### src/hw/rtl/wsa_pkg.sv
// ---------------------------------------------------------------------------
// wsa_pkg
// Shared types and constants of the windowed sensor aggregator.
// ---------------------------------------------------------------------------
package wsa_pkg;

   localparam int unsigned WindowWidth    = 17;
   localparam int unsigned WindowReset    = 300;
   localparam int unsigned TimeWidth      = 32;
   localparam int unsigned CountWidth     = 16;
   localparam int unsigned DivWidth       = 48;
   localparam int unsigned DivStepWidth   = 6;
   localparam logic [CountWidth-1:0] CountMax = '1;

   typedef enum logic [0:0] {
      REQ_READING = 1'b0,
      REQ_FLUSH   = 1'b1
   } req_kind_type;

   typedef enum logic [3:0] {
      ST_IDLE,
      ST_SLOT_START,
      ST_SLOT_WAIT,
      ST_DECIDE,
      ST_TEMP_START,
      ST_TEMP_WAIT,
      ST_HUM_START,
      ST_HUM_WAIT,
      ST_PRESS_START,
      ST_PRESS_WAIT,
      ST_EMIT,
      ST_UPDATE
   } state_type;

   typedef enum logic [1:0] {
      DSEL_SLOT,
      DSEL_TEMP,
      DSEL_HUM,
      DSEL_PRESS
   } dsel_type;

   typedef struct packed {
      logic     capture;
      logic     div_start;
      dsel_type div_sel;
      logic     store_slot;
      logic     store_temp;
      logic     store_hum;
      logic     store_press;
      logic     load_out;
      logic     clear;
      logic     update;
   } cmd_type;

   typedef struct packed {
      logic div_done;
      logic is_flush;
      logic empty;
      logic slot_diff;
   } sts_type;

   typedef struct packed {
      logic [31:0] window_end_time;
      logic signed [15:0] temp_mean;
      logic signed [15:0] temp_min;
      logic signed [15:0] temp_max;
      logic [15:0] hum_mean;
      logic [15:0] hum_min;
      logic [15:0] hum_max;
      logic [31:0] press_mean;
      logic [31:0] press_min;
      logic [31:0] press_max;
      logic [15:0] sample_count;
      logic        dropped_flag;
   } rsp_payload_type;

   typedef struct packed {
      req_kind_type       req_type;
      logic [31:0]        timestamp;
      logic signed [15:0] temperature;
      logic [15:0]        humidity;
      logic [31:0]        pressure;
   } req_payload_type;

endpackage

### src/hw/rtl/wsa_req_if.sv
// ---------------------------------------------------------------------------
// wsa_req_if
// Request channel: valid/ready with one reading or flush beat.
// ---------------------------------------------------------------------------
interface wsa_req_if
   import wsa_pkg::*;
();
   logic            valid;
   logic            ready;
   req_payload_type payload;

   modport source (output valid, output payload, input ready);
   modport sink   (input valid, input payload, output ready);
endinterface

### src/hw/rtl/wsa_rsp_if.sv
// ---------------------------------------------------------------------------
// wsa_rsp_if
// Response channel: valid/ready with one closed-window beat.
// ---------------------------------------------------------------------------
interface wsa_rsp_if
   import wsa_pkg::*;
();
   logic            valid;
   logic            ready;
   rsp_payload_type payload;

   modport source (output valid, output payload, input ready);
   modport sink   (input valid, input payload, output ready);
endinterface

### src/hw/rtl/wsa_divider.sv
// ---------------------------------------------------------------------------
// wsa_divider
// Restoring serial divider, one quotient bit per cycle over 48 bits.
// ---------------------------------------------------------------------------
module wsa_divider
   import wsa_pkg::*;
(
   input  logic                clock,
   input  logic                reset,
   input  logic                start,
   input  logic [DivWidth-1:0] dividend,
   input  logic [CountWidth+1:0] divisor,
   output logic [DivWidth-1:0] quotient,
   output logic                done
);
   logic [DivWidth-1:0]     quot_ff, quot_in;
   logic [CountWidth+2:0]   rem_ff, rem_in;
   logic [CountWidth+1:0]   dsr_ff, dsr_in;
   logic [DivStepWidth-1:0] step_ff, step_in;
   logic                    busy_ff, busy_in;
   logic                    done_ff, done_in;
   logic [CountWidth+2:0]   trial;
   logic [CountWidth+2:0]   diff;

   always_comb begin
      quot_in = quot_ff;
      rem_in  = rem_ff;
      dsr_in  = dsr_ff;
      step_in = step_ff;
      busy_in = busy_ff;
      done_in = 1'b0;
      trial   = {rem_ff[CountWidth+1:0], quot_ff[DivWidth-1]};
      diff    = trial - {1'b0, dsr_ff};
      if (start) begin
         quot_in = dividend;
         rem_in  = '0;
         dsr_in  = divisor;
         step_in = DivStepWidth'(DivWidth - 1);
         busy_in = 1'b1;
      end else if (busy_ff) begin
         if (trial >= {1'b0, dsr_ff}) begin
            rem_in  = diff;
            quot_in = {quot_ff[DivWidth-2:0], 1'b1};
         end else begin
            rem_in  = trial;
            quot_in = {quot_ff[DivWidth-2:0], 1'b0};
         end
         if (step_ff == '0) begin
            busy_in = 1'b0;
            done_in = 1'b1;
         end else begin
            step_in = step_ff - 1'b1;
         end
      end
   end

   always_ff @(posedge clock) begin
      quot_ff <= quot_in;
      rem_ff  <= rem_in;
      dsr_ff  <= dsr_in;
      step_ff <= step_in;
      if (reset) begin
         busy_ff <= 1'b0;
         done_ff <= 1'b0;
      end else begin
         busy_ff <= busy_in;
         done_ff <= done_in;
      end
   end

   assign quotient = quot_ff;
   assign done     = done_ff;
endmodule

### src/hw/rtl/wsa_datapath.sv
// ---------------------------------------------------------------------------
// wsa_datapath
// Window accumulators, extrema, divider operands and result register.
// ---------------------------------------------------------------------------
module wsa_datapath
   import wsa_pkg::*;
(
   input  logic                   clock,
   input  logic                   reset,
   input  logic [WindowWidth-1:0] window_length,
   input  req_payload_type        req_payload,
   input  cmd_type                cmd,
   output sts_type                sts,
   output rsp_payload_type        rsp_payload
);
   req_payload_type    item_ff;
   logic [31:0]        slot_ff, new_slot_ff;
   logic [31:0]        last_ff;
   logic [15:0]        count_ff;
   logic signed [31:0] tsum_ff;
   logic [31:0]        hsum_ff;
   logic [47:0]        psum_ff;
   logic signed [15:0] tlo_ff, thi_ff;
   logic [15:0]        hlo_ff, hhi_ff;
   logic [31:0]        plo_ff, phi_ff;
   logic               ovf_ff;
   logic [15:0]        tmean_ff, hmean_ff;
   logic [31:0]        pmean_ff;
   rsp_payload_type    out_ff;
   logic [DivWidth-1:0]   dividend;
   logic [CountWidth+1:0] divisor;
   logic [DivWidth-1:0]   quotient;
   logic                  div_done;
   logic [31:0]           tabs;
   logic [47:0]           half;
   logic [15:0]           tq;

   assign half = {33'd0, count_ff[15:1]};
   assign tabs = tsum_ff[31] ? 32'(-tsum_ff) : 32'(tsum_ff);

   always_comb begin
      case (cmd.div_sel)
         DSEL_SLOT: begin
            dividend = {16'd0, item_ff.timestamp};
            divisor  = (window_length == '0) ? 18'd1 : {1'b0, window_length};
         end
         DSEL_TEMP: begin
            dividend = {16'd0, tabs} + half;
            divisor  = {2'b00, count_ff};
         end
         DSEL_HUM: begin
            dividend = {16'd0, hsum_ff} + half;
            divisor  = {2'b00, count_ff};
         end
         default: begin
            dividend = psum_ff + half;
            divisor  = {2'b00, count_ff};
         end
      endcase
   end

   wsa_divider u_div (
      .clock    (clock),
      .reset    (reset),
      .start    (cmd.div_start),
      .dividend (dividend),
      .divisor  (divisor),
      .quotient (quotient),
      .done     (div_done)
   );

   assign tq = quotient[15:0];

   always_ff @(posedge clock) begin
      if (cmd.capture) item_ff <= req_payload;
      if (cmd.store_slot) new_slot_ff <= quotient[31:0];
      if (cmd.store_temp) tmean_ff <= tsum_ff[31] ? 16'(-tq) : tq;
      if (cmd.store_hum) hmean_ff <= quotient[15:0];
      if (cmd.store_press) pmean_ff <= quotient[31:0];
      if (cmd.load_out) begin
         out_ff.window_end_time <= last_ff;
         out_ff.temp_mean       <= tmean_ff;
         out_ff.temp_min        <= tlo_ff;
         out_ff.temp_max        <= thi_ff;
         out_ff.hum_mean        <= hmean_ff;
         out_ff.hum_min         <= hlo_ff;
         out_ff.hum_max         <= hhi_ff;
         out_ff.press_mean      <= pmean_ff;
         out_ff.press_min       <= plo_ff;
         out_ff.press_max       <= phi_ff;
         out_ff.sample_count    <= count_ff;
         out_ff.dropped_flag    <= ovf_ff;
      end
      if (reset) begin
         slot_ff  <= '0;
         last_ff  <= '0;
         count_ff <= '0;
         tsum_ff  <= '0;
         hsum_ff  <= '0;
         psum_ff  <= '0;
         tlo_ff   <= '0;
         thi_ff   <= '0;
         hlo_ff   <= '0;
         hhi_ff   <= '0;
         plo_ff   <= '0;
         phi_ff   <= '0;
         ovf_ff   <= 1'b0;
      end else if (cmd.clear) begin
         last_ff  <= '0;
         count_ff <= '0;
         tsum_ff  <= '0;
         hsum_ff  <= '0;
         psum_ff  <= '0;
         tlo_ff   <= '0;
         thi_ff   <= '0;
         hlo_ff   <= '0;
         hhi_ff   <= '0;
         plo_ff   <= '0;
         phi_ff   <= '0;
         ovf_ff   <= 1'b0;
      end else if (cmd.update) begin
         if (count_ff == '0) begin
            slot_ff <= new_slot_ff;
            tlo_ff  <= item_ff.temperature;
            thi_ff  <= item_ff.temperature;
            hlo_ff  <= item_ff.humidity;
            hhi_ff  <= item_ff.humidity;
            plo_ff  <= item_ff.pressure;
            phi_ff  <= item_ff.pressure;
         end else if (count_ff != CountMax) begin
            if (item_ff.temperature < tlo_ff) tlo_ff <= item_ff.temperature;
            if (item_ff.temperature > thi_ff) thi_ff <= item_ff.temperature;
            if (item_ff.humidity < hlo_ff) hlo_ff <= item_ff.humidity;
            if (item_ff.humidity > hhi_ff) hhi_ff <= item_ff.humidity;
            if (item_ff.pressure < plo_ff) plo_ff <= item_ff.pressure;
            if (item_ff.pressure > phi_ff) phi_ff <= item_ff.pressure;
         end
         if (count_ff == CountMax) begin
            ovf_ff <= 1'b1;
         end else begin
            tsum_ff  <= tsum_ff + 32'(item_ff.temperature);
            hsum_ff  <= hsum_ff + {16'd0, item_ff.humidity};
            psum_ff  <= psum_ff + {16'd0, item_ff.pressure};
            last_ff  <= item_ff.timestamp;
            count_ff <= count_ff + 1'b1;
         end
      end
   end

   assign sts.div_done  = div_done;
   assign sts.is_flush  = (item_ff.req_type == REQ_FLUSH);
   assign sts.empty     = (count_ff == '0);
   assign sts.slot_diff = (new_slot_ff != slot_ff);
   assign rsp_payload   = out_ff;
endmodule

### src/hw/rtl/wsa_controller.sv
// ---------------------------------------------------------------------------
// wsa_controller
// Sequences slot division, window close, result hand-off and update.
// ---------------------------------------------------------------------------
module wsa_controller
   import wsa_pkg::*;
(
   input  logic    clock,
   input  logic    reset,
   input  logic    req_fire,
   input  logic    rsp_fire,
   input  sts_type sts,
   output cmd_type cmd,
   output logic    req_ready,
   output logic    rsp_valid
);
   state_type state_ff, state_in;
   logic      rv_ff, rv_in;

   always_ff @(posedge clock) begin
      if (reset) begin
         state_ff <= ST_IDLE;
         rv_ff    <= 1'b0;
      end else begin
         state_ff <= state_in;
         rv_ff    <= rv_in;
      end
   end

   always_comb begin
      state_in = state_ff;
      cmd      = '0;
      cmd.div_sel = DSEL_SLOT;
      rv_in    = rv_ff && !rsp_fire;
      req_ready = 1'b0;
      case (state_ff)
         ST_IDLE: begin
            req_ready = 1'b1;
            if (req_fire) begin
               cmd.capture = 1'b1;
               state_in = ST_SLOT_START;
            end
         end
         ST_SLOT_START: begin
            if (sts.is_flush) begin
               state_in = sts.empty ? ST_IDLE : ST_TEMP_START;
            end else begin
               cmd.div_start = 1'b1;
               state_in = ST_SLOT_WAIT;
            end
         end
         ST_SLOT_WAIT: begin
            if (sts.div_done) begin
               cmd.store_slot = 1'b1;
               state_in = ST_DECIDE;
            end
         end
         ST_DECIDE: begin
            state_in = (!sts.empty && sts.slot_diff) ? ST_TEMP_START : ST_UPDATE;
         end
         ST_TEMP_START: begin
            cmd.div_sel = DSEL_TEMP;
            cmd.div_start = 1'b1;
            state_in = ST_TEMP_WAIT;
         end
         ST_TEMP_WAIT: begin
            cmd.div_sel = DSEL_TEMP;
            if (sts.div_done) begin
               cmd.store_temp = 1'b1;
               state_in = ST_HUM_START;
            end
         end
         ST_HUM_START: begin
            cmd.div_sel = DSEL_HUM;
            cmd.div_start = 1'b1;
            state_in = ST_HUM_WAIT;
         end
         ST_HUM_WAIT: begin
            cmd.div_sel = DSEL_HUM;
            if (sts.div_done) begin
               cmd.store_hum = 1'b1;
               state_in = ST_PRESS_START;
            end
         end
         ST_PRESS_START: begin
            cmd.div_sel = DSEL_PRESS;
            cmd.div_start = 1'b1;
            state_in = ST_PRESS_WAIT;
         end
         ST_PRESS_WAIT: begin
            cmd.div_sel = DSEL_PRESS;
            if (sts.div_done) begin
               cmd.store_press = 1'b1;
               state_in = ST_EMIT;
            end
         end
         ST_EMIT: begin
            if (!rv_ff || rsp_fire) begin
               cmd.load_out = 1'b1;
               cmd.clear = 1'b1;
               rv_in = 1'b1;
               state_in = sts.is_flush ? ST_IDLE : ST_UPDATE;
            end
         end
         ST_UPDATE: begin
            cmd.update = 1'b1;
            state_in = ST_IDLE;
         end
         default: state_in = ST_IDLE;
      endcase
   end

   assign rsp_valid = rv_ff;
endmodule

### src/hw/rtl/windowed_sensor_aggregator_core.sv
// Sequence: a reading runs the 48-step serial divider once for the slot;
// a window close adds three mean divisions.
// Throughput: one item at a time; the next beat is taken once the item ends.
// The result register lets the next item proceed while a result waits.
// Reset: synchronous, active high; clears the open window, slot and result valid flag.
// ---------------------------------------------------------------------------
// windowed_sensor_aggregator_core
// Windowed min/max/mean aggregator over temperature, humidity and pressure.
// ---------------------------------------------------------------------------
module windowed_sensor_aggregator_core
   import wsa_pkg::*;
(
   input  logic                   clock,
   input  logic                   reset,
   input  logic                   csr_write_enable,
   input  logic [WindowWidth-1:0] csr_write_data,
   wsa_req_if.sink                req,
   wsa_rsp_if.source              rsp
);
   logic [WindowWidth-1:0] window_ff;
   cmd_type cmd;
   sts_type sts;
   logic    req_fire, rsp_fire;

   always_ff @(posedge clock) begin
      if (reset) window_ff <= WindowWidth'(WindowReset);
      else if (csr_write_enable) window_ff <= csr_write_data;
   end

   assign req_fire = req.valid && req.ready;
   assign rsp_fire = rsp.valid && rsp.ready;

   wsa_controller u_ctrl (
      .clock     (clock),
      .reset     (reset),
      .req_fire  (req_fire),
      .rsp_fire  (rsp_fire),
      .sts       (sts),
      .cmd       (cmd),
      .req_ready (req.ready),
      .rsp_valid (rsp.valid)
   );

   wsa_datapath u_dp (
      .clock         (clock),
      .reset         (reset),
      .window_length (window_ff),
      .req_payload   (req.payload),
      .cmd           (cmd),
      .sts           (sts),
      .rsp_payload   (rsp.payload)
   );

`ifndef NO_ASSERTIONS
   a_no_start_when_taking: assert property (@(posedge clock) disable iff (reset)
      req_fire |-> !cmd.div_start) else $error("divider start on accept");
   a_load_needs_space: assert property (@(posedge clock) disable iff (reset)
      cmd.load_out |-> (!rsp.valid || rsp.ready)) else $error("result overwritten");
   a_count_nonzero_out: assert property (@(posedge clock) disable iff (reset)
      rsp.valid |-> rsp.payload.sample_count != '0) else $error("empty window emitted");
`endif
endmodule
### src/flat_wrapper.sv
// flat-port wrapper written by rule: the top's interface ports become plain ports
module windowed_sensor_aggregator_core_flat import wsa_pkg::*;
  (clock, reset, csr_write_enable, csr_write_data, req_valid, req_payload, req_ready, rsp_valid, rsp_payload, rsp_ready);
  wsa_req_if req_i ();
  wsa_rsp_if rsp_i ();
  input  logic clock;
  input  logic reset;
  input  logic csr_write_enable;
  input  logic [WindowWidth-1:0] csr_write_data;
  input wire logic [$bits(req_i.valid)-1:0] req_valid;
  input wire logic [$bits(req_i.payload)-1:0] req_payload;
  output wire logic [$bits(req_i.ready)-1:0] req_ready;
  output wire logic [$bits(rsp_i.valid)-1:0] rsp_valid;
  output wire logic [$bits(rsp_i.payload)-1:0] rsp_payload;
  input wire logic [$bits(rsp_i.ready)-1:0] rsp_ready;
  assign req_i.valid = req_valid;
  assign req_i.payload = req_payload;
  assign req_ready = req_i.ready;
  assign rsp_valid = rsp_i.valid;
  assign rsp_payload = rsp_i.payload;
  assign rsp_i.ready = rsp_ready;
  windowed_sensor_aggregator_core u_core (.clock(clock), .reset(reset), .csr_write_enable(csr_write_enable), .csr_write_data(csr_write_data), .req(req_i), .rsp(rsp_i));
endmodule
### config.mk
export PLATFORM = sky130hd
export DESIGN_NAME = windowed_sensor_aggregator_core_flat
export DESIGN_NICKNAME = d
export VERILOG_FILES = /design/src/hw/rtl/wsa_pkg.sv /design/src/hw/rtl/wsa_req_if.sv /design/src/hw/rtl/wsa_rsp_if.sv /design/src/hw/rtl/wsa_divider.sv /design/src/hw/rtl/wsa_datapath.sv /design/src/hw/rtl/wsa_controller.sv /design/src/hw/rtl/windowed_sensor_aggregator_core.sv /design/src/flat_wrapper.sv
export SDC_FILE = /design/constraint.sdc
export NUM_CORES = 2
export LEC_CHECK = 0
export ABC_CLOCK_PERIOD_IN_PS = 6650
export BUFFER_PORTS_ARGS = -buffer_cell sky130_fd_sc_hd__buf_2
export CAP_MARGIN = 20
export CORE_ASPECT_RATIO = 0.9
export CORE_UTILIZATION = 45
export CTS_BUF_LIST = sky130_fd_sc_hd__clkbuf_8
export CTS_CLUSTER_DIAMETER = 30
export DETAILED_ROUTE_END_ITERATION = 12
export HOLD_SLACK_MARGIN = 0.1
export PLACE_DENSITY_LB_ADDON = 0.05
export RECOVER_POWER = 50
export SLEW_MARGIN = 5
export SYNTH_ARGS = -nofsm -noshare
export SYNTH_HDL_FRONTEND = slang
export SYNTH_HIERARCHICAL = 1
export SYNTH_SLANG_ARGS = --single-unit
### constraint.sdc
create_clock -name clock -period 6.65 [get_ports clock]
set_input_delay 1.33 -clock clock [delete_from_list [all_inputs] [get_ports clock]]
set_output_delay 1.33 -clock clock [all_outputs]
set_load 0.1 [all_outputs]
; Yosys cells after proc, flatten, opt, wreduce, memory -nomap -nowiden
; Cells that the tools add are included.
[op_classes]
add_sub_neg = 11
magnitude_cmp = 7
bitwise_logic = 5
mux = 58
n_eq_ne = 22
reduce_logical = 39
[ops]
columns = op, count
row1 = 16-bit two-way mux, 15
row2 = 32-bit two-way mux, 7
row3 = 48-bit case mux with 3 select lines, 1
row4 = 48-bit two-way mux, 2
row5 = 32-bit by 15-bit adder with 33-bit output, 2
row6 = 32-bit by 16-bit adder with 32-bit output, 2
row7 = 48-bit by 15-bit adder with 48-bit output, 1
row8 = 48-bit by 32-bit adder with 48-bit output, 1
row9 = 4-bit case mux with 11 select lines, 1
row10 = 16-bit greater-than comparator, 2
row11 = 32-bit greater-than comparator, 1
row12 = 16-bit < comparator, 2
row13 = 32-bit < comparator, 1
row14 = 4-bit two-way mux, 8
row15 = 32-bit != test, 1
row16 = 32-bit negation, 1
row17 = 3-bit AND reduction, 7
row18 = 19-bit by 18-bit >= comparator with 1-bit output, 1
row19 = 18-bit two-way mux, 1
row20 = 18-bit subtractor, 1
row21 = 17-bit logical NOT, 1
row22 = 1-bit two-way mux, 17
row23 = 16-bit by 1-bit adder with 16-bit output (second input constant), 1
row24 = 16-bit equality test (second input constant), 1
row25 = other kinds (28), 64
[word_totals]
ff_bits = 869
word_cells = 187
input_bits = 119

; Logic depth before layout (Yosys ltp)
[depth]
ltp_word = 6
depth_mapped = 25
depth_no_buf = 21

; Hierarchy
; Netlist, hierarchy kept.
[by_module_without_submodules]
columns = mod, n_inst, area_each_um2, seq_area_each_um2, cells_per_inst
row1 = wsa_datapath, 1, 36725.2, 19458.7, 3489
row2 = wsa_divider, 1, 4596.9, 2502.4, 390
row3 = windowed_sensor_aggregator_core, 1, 640.6, 340.3, 57
row4 = wsa_controller, 1, 514.2, 100.1, 71

; Worst setup path after synthesis
; Ideal clock, no wire load.
[synth_timing]
kind = register to register
start = register u_core.u_ctrl.state_ff[2]
end = register u_core/u_dp/item_ff[0] (netlist name) (enable)
setup_ns = 0.466
t_arrival_ns = 4.785
synth_period_minus_slack_ns = 5.251
slack_ns = 1.399
t_required_ns = 6.184
path_stages_with_launch = 4
cell_sequence = dfxtp_1 > nor4_2 > and2_1 > and2_1
[synth_lines]
columns = element, line_no
row1 = from (decl), wsa_controller.sv:17  ; state_type state_ff, state_in;
row2 = from (signal assigned), wsa_controller.sv:25  ; state_ff <= state_in;
row3 = to (signal assigned), wsa_datapath.sv:75  ; if (cmd.capture) item_ff <= req_payload;
row4 = to (decl), wsa_datapath.sv:16  ; req_payload_type item_ff;

; Worst setup path in the final report
[layout_timing]
start = register u_core.u_ctrl.state_ff[3]
end = register u_core.u_dp.out_ff, in the netlist u_core/u_dp/rsp_payload[34] (enable)
[layout_between]
elab_chain_len = 2
[layout_rtl]
columns = element, line_no
row1 = 4-bit equality test, wsa_controller.sv:36  ; case (state_ff)
row2 = 2-bit two-way mux, wsa_controller.sv:36
row3 = to (decl), wsa_datapath.sv:29  ; rsp_payload_type out_ff;
; Every way passes these cells.
; A chain may end at the register's enable or synchronous reset.

==> summary.md <==
The run finished, with violations left. The final reports fail on max-capacitance violations, max-slew violations. For the required time of the worst setup path, the log shows 7.11 ns. The initial antenna violation count is 7, and the placeable core area is 0.0932 sq mm. For the via count of the first global-routing pass, the log shows 29.8k. Tracing the worst setup path back leads to its startpoint at u_core/u_ctrl/state_ff[3]. The setup path with the least slack is of type flip-flop to flip-flop. For the worst setup path, the data arrival time is 6.08 ns. Post-CTS setup repair buffer count: 0. In this run the remaining antenna-violating nets after routing total 0.

At the end of routability-driven placement, the weighted congestion stood at 0.902. The maximum ir drop on the vdd rail is 0.233 mV, and the share of synthesized flip-flops with an asynchronous set or reset is 0%. The worst hold-check path type was flip-flop to flip-flop. Setup violations remaining at the end of the flow were counted as 0. The sequential fraction of design power is 43.3%, and the relative contribution of combinational cells to total power is 16.3%. The run gives 0 as the post-route DRC violation count.

For the post-detailed-routing wire length, the log shows 117,000 microns. The number of vias after detailed routing was 31.3k; the maximum buffer depth of the clock tree was 3. For this run, the number of Yosys warnings is 6. The floorplan has 106 rows. The run gives 185 as the CTS buffer count. During I/O placement, the number of pins put on the boundary was 362. The area of the die was 0.0956 sq mm.

Among all flip-flop cells after synthesis, the most frequent one is sky130_fd_sc_hd__edfxtp_1. The clock slew at the register clock pins of the worst setup and hold paths is 0.06 ns, and the number of different library cells in the post-synthesis netlist is 100. TritonCTS built the clock tree. After clock tree synthesis, the flow added hold-fix buffers numbering 0. The overall fraction of global-route tracks in use is 24.2%, and the number of max-slew violations in the final report is 483. For the depth of the CTS H-tree, the log shows 4. The setup TNS was 0 ns; the average footprint of a synthesized cell was 10.6 sq um.

Headroom to the max-slew limit came out at -177%. The critical-path maximum fanout came out at 65. The analysis attributes to net switching a power of 4.78 mW.

CTS placed an instance of sky130_fd_sc_hd__clkbuf_8 at the clock tree root. Setup repair after global routing left no endpoint under its margin. For the finished layout, the period the worst path requires is 5.61 ns. The area growth from synthesis to layout is 17.1%.

Synthesized net count: 4,397. The tools report the startpoint of the tightest hold check path as u_core/u_dp/pmean_ff[27]. The synthesized design contains 500 enable-type register cells. The clock skew was 0.0367 ns; the number of buffers added on ports was 361. The internal portion of the total power is 11.3 mW. The clock network power share was 40.5%; the wire length of the first global-routing pass was 177,000 microns.

Cells fill 53.4% of the core in the end. Power spread over the standard cell area amounts to 323 mW/mm^2. The die span in x came out at 326 microns. Of the synthesized area, sequential elements account for 52.7%. In this run, synthesis produced a sequential element count of 869. Leaving out fill and tap cells, the most frequent cell in the layout is sky130_fd_sc_hd__nand2_1. For the clock latency on the worst-skew pair, the log shows 0.86 ns.

The tools report the initial core utilization as 45.6%. The height of the chip came out at 293 microns. For the total overflow reported by the global router, the log shows 0.

Across the run, the number of max-cap violations was 11. In the routed layout, each cell is associated on average with a via count of 5.34. The wire length per cell after detailed routing came out at 20.0 microns. Before antenna repair, the detailed router went through 6 iterations.

At the pin with the least slew margin, the transition time is 4.16 ns. The library cells used most frequently in the layout, excluding fill and tap cells, are sky130_fd_sc_hd__nand2_1 (550), sky130_fd_sc_hd__edfxtp_1 (500), sky130_fd_sc_hd__dfxtp_1 (369). The maximum number of pins on one net before global-route repair came out at 72. The worst path uses 84.4% of the clock period.

CTS saw 869 sinks. The final hold violation count was 0. The tools report the start of the worst register-to-register path as u_core/u_ctrl/state_ff[3]. The analysis attributes to cell leakage a power of 19.9 nW. For the estimated wirelength of the detail-placed design, the log shows 82,400 microns. The netlist area before placement came out at 0.0425 sq mm. In this run, the number of DRC markers left after iteration 0 of detailed routing was 2,225. Of the total power, the share spent switching nets is 29.7%. The proportion of layout cells with a drive suffix above 1 is 15.3%, and the gate count of the mapped netlist is 4,007.

Gates resized during post-CTS repair numbered 0. The net count of the finished layout is 4,830. For this run, the top clock speed supported by timing is 178 MHz. STA classifies the critical path startpoint as a flip-flop.

The nature of the critical path endpoint is a flip-flop.
cell families (layout without fill, tap and decap cells):
logic type	Yosys count	count (layout)	synth area share [%]
AO/OA/AOI/OAI	855	855	12.7
XOR/XNOR	227	227	4.68
adder cells (fa/ha/maj)	271	271	8.09
buffers and inverters	369	965	3.39
flip-flops	869	869	52.7
multiplexers	209	209	5.13
other	1	6	0.00883
AND/OR/NAND/NOR	1206	1206	13.3
per-layer routing:
layer,vias to the layer above,share of wire [%],global-route usage [%]
li1,15400,-,-
met1,14900,47,33.7
met2,844,45,37.2
met3,167,5.8,5.18
met4,4,2.4,8.21
met5,-,0.019,0
power by group through the flow:
stage	combinational (mW)	clock (mW)	sequential, mW
finish	2.62	6.51	6.96
global route	2.95	6.92	7.01
CTS	2.63	6.66	6.94
detailed placement	2.61	0	7.05
global placement	2.59	0	7.05
floorplan	2.02	0	6.67
registers in the layout, indices dropped and copies added, names as in the netlist, 17 cells and up:
register	flops
u_core/window_ff	17
u_core/u_dp/plo_ff	32
u_core/u_dp/phi_ff	32
u_core/u_dp/last_ff	32
u_core/u_dp/hsum_ff	32
u_core/u_dp/u_div/quotient	48
u_core/u_dp/tsum_ff	32
u_core/u_dp/new_slot_ff	32
u_core/u_dp/item_ff	96
u_core/u_dp/u_div/rem_ff	18
u_core/u_dp/rsp_payload	241
u_core/u_dp/slot_ff	32
u_core/u_dp/psum_ff	48
u_core/u_dp/u_div/dsr_ff	18
u_core/u_dp/pmean_ff	32
worst max-delay path, cell delays in order, from the launching register on:
cell and delay (ns):
sky130_fd_sc_hd__dfxtp_1 0.60, sky130_fd_sc_hd__nand4bb_1 0.30, sky130_fd_sc_hd__nor2b_4 0.24, sky130_fd_sc_hd__clkbuf_1 2.91, sky130_fd_sc_hd__buf_4 1.07
worst paths after layout:
| check | slack, ns | to | cells after the start |
|---|---|---|---|
| setup / recovery | 1.04 | u_core/u_dp/rsp_payload[34] | 4 |
| hold / removal | 0.40 | u_core/u_dp/rsp_payload[108] | 0 |
| setup reg to reg | 1.04 | u_core/u_dp/rsp_payload[34] | 4 |
| hold reg to reg | 0.40 | u_core/u_dp/rsp_payload[108] | 0 |
final cells by class:
type,instances,area (sq um)
Antenna cell,5,12.5
Clock buffer,199,2740
Clock inverter,151,1560
Fill cell,8566,43500
Inverter,211,792
Multi-Input combinational cell,2769,18700
Sequential cell,869,22400
Tap cell,1242,1550
Timing Repair Buffer,404,1980
per-stage QoR:
step / hold WS, ns / area [sq um] / instances / setup slack, ns / total power, mW
2_1_floorplan: 0.400 / 42500 / 4007 / 1.40 / 8.69
3_3_place_gp: 0.401 / 45600 / 5492 / 1.50 / 9.64
3_5_place_dp: 0.406 / 45600 / 5492 / 1.38 / 9.66
4_1_cts: 0.404 / 49900 / 5842 / 1.38 / 16.2
5_1_grt: 0.417 / 49700 / 5847 / 0.522 / 16.9
6_report: 0.403 / 49700 / 5850 / 1.04 / 16.1
synthesized netlist by cell type, types with 15 or more instances:
cell	count	area share [%]
sky130_fd_sc_hd__o21a_1	33	0.58
sky130_fd_sc_hd__o211ai_1	16	0.28
sky130_fd_sc_hd__ha_1	265	7.8
sky130_fd_sc_hd__mux2i_1	144	3.4
sky130_fd_sc_hd__or3_1	38	0.56
sky130_fd_sc_hd__and2_1	18	0.27
sky130_fd_sc_hd__a31oi_1	15	0.22
sky130_fd_sc_hd__a221oi_1	21	0.43
sky130_fd_sc_hd__nor4_1	23	0.34
sky130_fd_sc_hd__nor3_1	33	0.39
sky130_fd_sc_hd__xor2_1	81	1.7
sky130_fd_sc_hd__edfxtp_1	500	35
sky130_fd_sc_hd__inv_1	209	1.8
sky130_fd_sc_hd__xnor2_1	146	3.0
sky130_fd_sc_hd__a211oi_1	36	0.64
sky130_fd_sc_hd__nand2b_1	41	0.60
sky130_fd_sc_hd__o21ai_0	158	1.9
sky130_fd_sc_hd__dfxtp_1	369	17
sky130_fd_sc_hd__o31ai_1	18	0.32
sky130_fd_sc_hd__nand4_1	57	0.84
sky130_fd_sc_hd__nor2b_1	34	0.50
sky130_fd_sc_hd__nand2_1	549	4.9
sky130_fd_sc_hd__nand3_1	66	0.78
sky130_fd_sc_hd__and3_1	30	0.44
sky130_fd_sc_hd__a21oi_1	326	3.8
sky130_fd_sc_hd__o21bai_1	18	0.32
sky130_fd_sc_hd__nor2_1	236	2.1
sky130_fd_sc_hd__a21o_1	91	1.6
sky130_fd_sc_hd__clkbuf_1	133	1.2
sky130_fd_sc_hd__mux2_2	63	1.7
(Power assumes the default switching activity.)
